===== config.mk =====
export PLATFORM = sky130hd
export DESIGN_NAME = uint16_checked_alu
export DESIGN_NICKNAME = d
export VERILOG_FILES = /design/src/u16alu_pkg.sv /design/src/u16alu_front.sv /design/src/u16alu_div_step.sv /design/src/uint16_checked_alu.sv
export SDC_FILE = /design/constraint.sdc
export NUM_CORES = 2
export LEC_CHECK = 0
export BUFFER_PORTS_ARGS = -buffer_cell sky130_fd_sc_hd__buf_2
export CORE_ASPECT_RATIO = 0.5
export CORE_MARGIN = 2
export CORE_UTILIZATION = 35
export CTS_BUF_LIST = sky130_fd_sc_hd__clkbuf_2 sky130_fd_sc_hd__clkbuf_4 sky130_fd_sc_hd__clkbuf_8
export CTS_CLUSTER_SIZE = 25
export DETAILED_ROUTE_END_ITERATION = 10
export PLACE_DENSITY = 0.6
export SETUP_SLACK_MARGIN = 0.05
export SYNTH_ARGS = -nofsm -noshare
export SYNTH_HDL_FRONTEND = slang
export SYNTH_SLANG_ARGS = --single-unit

===== constraint.sdc =====
create_clock -name clk_i -period 12.3 [get_ports clk_i]
set_input_delay 1.845 -clock clk_i [delete_from_list [all_inputs] [get_ports clk_i]]
set_output_delay 1.845 -clock clk_i [all_outputs]
set_load 0.01 [all_outputs]

===== src/u16alu_pkg.sv =====
// Shared types and constants of the 16-bit checked ALU.
// Used by the front-end, the divider step, the top level and the checker; depends on nothing.
package u16alu_pkg;

  localparam int DataW            = 16;
  localparam int NumStages        = 4;
  localparam int DivStepsPerStage = DataW / NumStages;
  localparam logic [DataW-1:0] MaxShift = DataW'(15);

  typedef enum logic [3:0] {
    OpAddChk  = 4'd0,
    OpAddWrap = 4'd1,
    OpSubChk  = 4'd2,
    OpSubWrap = 4'd3,
    OpMulChk  = 4'd4,
    OpMulWrap = 4'd5,
    OpDiv     = 4'd6,
    OpRem     = 4'd7,
    OpEq      = 4'd8,
    OpGt      = 4'd9,
    OpAnd     = 4'd10,
    OpOr      = 4'd11,
    OpXor     = 4'd12,
    OpNot     = 4'd13,
    OpShl     = 4'd14,
    OpShr     = 4'd15
  } op_e;

  // One pipeline slot: divider state travels with the precomputed result
  typedef struct packed {
    op_e              op;
    logic [DataW-1:0] divisor;
    logic [DataW-1:0] rem;
    logic [DataW-1:0] quo;
    logic [DataW-1:0] val;
    logic             fault;
  } pipe_t;

endpackage


===== src/u16alu_front.sv =====
// Combinational operations of the ALU: add, sub, mul, compare, logic, shift.
// Depends on u16alu_pkg; division is resolved later in the pipeline.
module u16alu_front import u16alu_pkg::*; (
  input  op_e              op_i,
  input  logic [DataW-1:0] operand_a_i,
  input  logic [DataW-1:0] operand_b_i,
  output logic [DataW-1:0] val_o,
  output logic             fault_o
);

  logic [DataW:0]     sum;
  logic [DataW:0]     diff;
  logic [2*DataW-1:0] prod;
  logic               big_shift;

  assign sum       = {1'b0, operand_a_i} + {1'b0, operand_b_i};
  assign diff      = {1'b0, operand_a_i} - {1'b0, operand_b_i};
  assign prod      = operand_a_i * operand_b_i;
  assign big_shift = operand_b_i > MaxShift;

  always_comb begin
    val_o   = '0;
    fault_o = 1'b0;
    case (op_i)
      OpAddChk: begin
        val_o   = sum[DataW-1:0];
        fault_o = sum[DataW];
      end
      OpAddWrap: val_o = sum[DataW-1:0];
      OpSubChk: begin
        val_o   = diff[DataW-1:0];
        fault_o = diff[DataW];
      end
      OpSubWrap: val_o = diff[DataW-1:0];
      OpMulChk: begin
        val_o   = prod[DataW-1:0];
        fault_o = |prod[2*DataW-1:DataW];
      end
      OpMulWrap: val_o = prod[DataW-1:0];
      OpEq:      val_o = DataW'(operand_a_i == operand_b_i);
      OpGt:      val_o = DataW'(operand_a_i > operand_b_i);
      OpAnd:     val_o = operand_a_i & operand_b_i;
      OpOr:      val_o = operand_a_i | operand_b_i;
      OpXor:     val_o = operand_a_i ^ operand_b_i;
      OpNot:     val_o = ~operand_a_i;
      OpShl:     val_o = big_shift ? '0 : operand_a_i << operand_b_i[3:0];
      OpShr:     val_o = big_shift ? '0 : operand_a_i >> operand_b_i[3:0];
      default: begin
        // div and rem are finished at the last stage
        val_o   = '0;
        fault_o = 1'b0;
      end
    endcase
  end

endmodule


===== src/u16alu_div_step.sv =====
// Restoring divider slice: DivStepsPerStage (4) quotient bits per pipeline stage.
// Depends on u16alu_pkg for the data width and bits per stage.
module u16alu_div_step import u16alu_pkg::*; (
  input  logic [DataW-1:0] rem_i,
  input  logic [DataW-1:0] quo_i,
  input  logic [DataW-1:0] divisor_i,
  output logic [DataW-1:0] rem_o,
  output logic [DataW-1:0] quo_o
);

  always_comb begin
    logic [DataW:0]   trial;
    logic [DataW-1:0] r;
    logic [DataW-1:0] q;
    r = rem_i;
    q = quo_i;
    for (int i = 0; i < DivStepsPerStage; i++) begin
      // shift the next dividend bit into the partial remainder
      trial = {r, q[DataW-1]};
      q     = {q[DataW-2:0], 1'b0};
      if (trial >= {1'b0, divisor_i}) begin
        trial = trial - {1'b0, divisor_i};
        q[0]  = 1'b1;
      end
      r = trial[DataW-1:0];
    end
    rem_o = r;
    quo_o = q;
  end

endmodule


===== src/uint16_checked_alu.sv =====
// 16-bit unsigned ALU with overflow, underflow and zero-divisor checks. One request is
// accepted per cycle while s_axis_tready is high; each result passes through every
// stage register. The divider resolves 4 quotient bits in each of 4 stages, and all
// other operations ride along the same stages so results leave in request order.
// Each stage holds its slot until the next one frees, so a stalled output does not
// block intake until all 4 stages are full.
module uint16_checked_alu import u16alu_pkg::*; (
  input  logic        clk_i,
  input  logic        rst_ni,
  input  logic        s_axis_tvalid,
  output logic        s_axis_tready,
  input  logic [31:0] s_axis_tdata,   // [15:0] operand_a, [31:16] operand_b
  input  logic [3:0]  s_axis_tuser,   // [3:0] op
  output logic        m_axis_tvalid,
  input  logic        m_axis_tready,
  output logic [15:0] m_axis_tdata,   // [15:0] value
  output logic [0:0]  m_axis_tuser    // [0] fault
);

  localparam int Last = NumStages - 1;

  pipe_t                entry;
  logic [DataW-1:0]     front_val;
  logic                 front_fault;
  pipe_t                stage_q [NumStages];
  logic [NumStages-1:0] valid_q;
  logic [NumStages:0]   rdy;

  u16alu_front u_front (
    .op_i        (op_e'(s_axis_tuser)),
    .operand_a_i (s_axis_tdata[15:0]),
    .operand_b_i (s_axis_tdata[31:16]),
    .val_o       (front_val),
    .fault_o     (front_fault)
  );

  always_comb begin
    entry.op      = op_e'(s_axis_tuser);
    entry.divisor = s_axis_tdata[31:16];
    entry.rem     = '0;
    entry.quo     = s_axis_tdata[15:0];
    entry.val     = front_val;
    entry.fault   = front_fault;
  end

  assign rdy[NumStages] = m_axis_tready;
  assign s_axis_tready  = rdy[0];

  for (genvar k = 0; k < NumStages; k++) begin : g_stage
    pipe_t            src;
    pipe_t            stage_d;
    logic             src_valid;
    logic [DataW-1:0] step_rem;
    logic [DataW-1:0] step_quo;

    if (k == 0) begin : g_first
      assign src       = entry;
      assign src_valid = s_axis_tvalid;
    end else begin : g_next
      assign src       = stage_q[k-1];
      assign src_valid = valid_q[k-1];
    end

    // a stage may load when it is empty or its content moves on
    assign rdy[k] = ~valid_q[k] | rdy[k+1];

    u16alu_div_step u_div (
      .rem_i     (src.rem),
      .quo_i     (src.quo),
      .divisor_i (src.divisor),
      .rem_o     (step_rem),
      .quo_o     (step_quo)
    );

    always_comb begin
      stage_d     = src;
      stage_d.rem = step_rem;
      stage_d.quo = step_quo;
      if (k == Last && (src.op == OpDiv || src.op == OpRem)) begin
        if (src.divisor == '0) begin
          stage_d.val   = '0;
          stage_d.fault = 1'b1;
        end else begin
          stage_d.val   = (src.op == OpDiv) ? step_quo : step_rem;
          stage_d.fault = 1'b0;
        end
      end
    end

    always_ff @(posedge clk_i or negedge rst_ni) begin
      if (!rst_ni) begin
        valid_q[k] <= 1'b0;
      end else if (rdy[k]) begin
        valid_q[k] <= src_valid;
      end
    end

    always_ff @(posedge clk_i) begin
      if (rdy[k] && src_valid) begin
        stage_q[k] <= stage_d;
      end
    end
  end

  assign m_axis_tvalid   = valid_q[Last];
  assign m_axis_tdata    = stage_q[Last].val;
  assign m_axis_tuser[0] = stage_q[Last].fault;

endmodule


==> summary.md <==
| Metric | Value |
|---|---|
| Max FO, Critical Path | `16` |
| Cell area after synthesis | `32800 µm²` |
| TritonCTS Sinks | `228` |
| FF-to-FF setup slack | `0.75 ns` |
| Clock Skew | `0.0308 ns` |
| Final Hold Slack | `0.413 ns` |
| Synth unique cells | `98` |
| Final net count | `4430` |
| Placed cells | `4994` |
| Synth top area share | `0.205` |
| Vias | `28100` |
| Post-route cell area | `35400 µm²` |
| Element type at the critical path end | `register` |
| Hold crit path type | `reg -> reg` |
| Final ANT Viol Nets | `0` |
| # Max-Cap Violations | `0` |
| Asr flop ratio synth | `0.0175` |
| CTS max path bufs | `3` |
| Share of cells above drive strength 1 | `0.0962` |
| R2R Path Start | `stage_q[1][50]` |
| Post-synthesis sequential area ratio | `0.208` |
| Synth area leader | `edfxtp_1` |
| Most common cell after layout, fill and taps aside | `inv_1` |
| P&R area growth vs syn | `7.86%` |
| Worst setup path end | `stage_q[2][43]` |
| WP data required | `12.60 ns` |
| Worst path most repeated cell | `ha_1` |
| TritonCTS clock tree | `yes` |
| Starting DRT DRC Count | `2205` |
| Layout Cells excl Fill | `5061` |
| F_max | `0.0866 GHz` |
| CP arrival | `11.86 ns` |
| PortBufs | `58` |
| Commonest non-fill, non-tap cells in the layout | `443 x inv_1, 403 x nor2_1, 400 x ha_1` |
| R2R cell count | `43` |
| Final max-slew violation count | `0` |
| Slowest stage delay, CP | `0.57 ns` |
| CP startpoint kind | `register` |
| CP top delay family | `compound AO/OA/AOI/OAI gates` |
| Vias/cell | `5.55` |
| WP depth | `43` |
| Pin count of the biggest net entering global routing | `70` |
| EDFF count, synth | `224` |
| Standard-cell rows | `79` |
| Total wire length | `103 mm` |
| Post-CTS Hold Fix Bufs | `0` |
| CTS H-tree depth | `2` |
| CP Launch Point | `stage_q[1][50]` |
| Syn Area/Cell | `8.76 µm²` |
| Worst slew pin tran | `1.04 ns` |
| DRC viols | `0` |
| Global-route wire length before repair | `161 mm` |
| Yosys Warn Count | `0` |
| Die area | `96400 µm²` |
| Synth Flop Type | `edfxtp_1` |
| Synth area leaders | `edfxtp_1 20%, ha_1 15%, fa_1 13%, inv_1 5.1%, nor2_1 4.6%` |
| #FFs+latches synth | `228` |
| Wire per inst | `20.3 µm` |
| GPL Wtd Cong | `0.967` |
| Initial antenna violation count | `5` |
| Critical R2R Capture | `stage_q[2][43]` |
| Synth Instances | `3744` |
| Fin Setup TNS | `0 ns` |
| Vias in the first global route | `27600` |
| Die Width | `437 µm` |
| CORE AREA | `92900 µm²` |
| IO Count | `59` |
| RSZ-0062 raised after global routing | `false` |
| CTS Buf Count | `38` |
| Worst Path Buf+Inv | `5` |
| Outcome | `finished clean` |
| Minimum clock period | `11.55 ns` |
| Critical path class | `reg -> reg` |
| CP max-delay cell | `or4_4` |
| Placed instance area | `34600 µm²` |
| Final hold vios | `0` |
| Final period util | `0.939` |
| Root buf cell | `clkbuf_8` |
| Initial Util | `0.353` |
| Slew HR | `0.307` |
| DRT Pass-1 Iters | `5` |
| HPWL Detailed | `80.0 mm` |
| Die Ht | `221 µm` |
| Post-Syn Nets | `4395` |
| Total gr overflow | `0` |
| Setup-failing EPs final | `0` |
| Gr usage total | `0.211` |
| Worst skew pair latency | `0.58 ns` |
| Worst-path clk slew | `0.06 ns` |
final cells by class:
type                       instances  area, µm²
clock inverter                    20        149
fill                            9363      57500
sequential                       228       6830
clock buffer                      46        583
antenna                            1       2.50
tap                             1255       1570
inverter                         453       1710
timing repair buffer             119        748
multi-input combinational       2939      23800
per-stage QoR:
step,worst slack (ns),util
2_1_floorplan,0.890,-
3_3_place_gp,0.903,0.373
3_5_place_dp,0.693,0.373
4_1_cts,0.666,0.381
5_1_grt,0.0753,0.381
6_report,0.747,0.381
Yosys cell counts, types with 56 or more instances:
library cell and instances:
edfxtp_1 224, nor2_1 403, ha_1 400, nand3_1 56, mux2_2 117, o21ai_0 219
a21oi_1 248, xnor2_1 132, inv_1 443, fa_1 211, a21o_1 76, clkbuf_1 91
nor3_1 64, nand2_1 235, xor2_1 71
timing repair:
action	in CTS	in global routing
endpoints found under the hold margin	0	0
resized for setup	0	3
endpoints found under the setup margin	0	30
buffers inserted	0	0
state kept, by name, summed over array words and instances, names as in the netlist:
| register | cells |
|---|---|
| g_stage.src_valid | 3 |
| stage_q | 224 |
| m_axis_tvalid | 1 |
cell families (layout without fill, tap and decap cells):
logic type               count (synthesis)  count (layout)  share of synthesized area
buffers and inverters                  577             638                     0.0671
XOR/XNOR                               203             203                     0.0542
AND/OR/NAND/NOR                       1043            1043                      0.149
other                                    0               1                          0
AO/OA/AOI/OAI                          918             918                      0.184
multiplexers                           164             164                     0.0567
adder cells (fa/ha/maj)                611             611                      0.281
flip-flops                             228             228                      0.208
worst min path at each step:
stage	from	endpoint	slack, ns	cells past startpoint
6_report	stage_q[0][21]	stage_q[1][25]	0.41	0
3_3_place_gp	stage_q[1][66]	stage_q[2][66]	0.40	0
5_1_grt	stage_q[1][27]	stage_q[2][31]	0.42	0
2_1_floorplan	stage_q[0][0]	stage_q[1][0]	0.40	0
4_1_cts	stage_q[0][16]	stage_q[1][16]	0.41	0
3_5_place_dp	stage_q[0][12]	stage_q[1][12]	0.40	0
layer usage:
metal | part of all wire | wire length, µm | global-route usage | vias up
li1 | - | - | - | 13300
met1 | 0.44 | 45300 | 0.286 | 13500
met2 | 0.45 | 46100 | 0.343 | 1057
met3 | 0.067 | 6860 | 0.0271 | 200
met4 | 0.041 | 4220 | 0.0853 | 2
met5 | 0.00013 | 13 | 0 | -
Power is not shown: default switching activity piles up to over one toggle a cycle in this logic, so the estimate is an artifact.
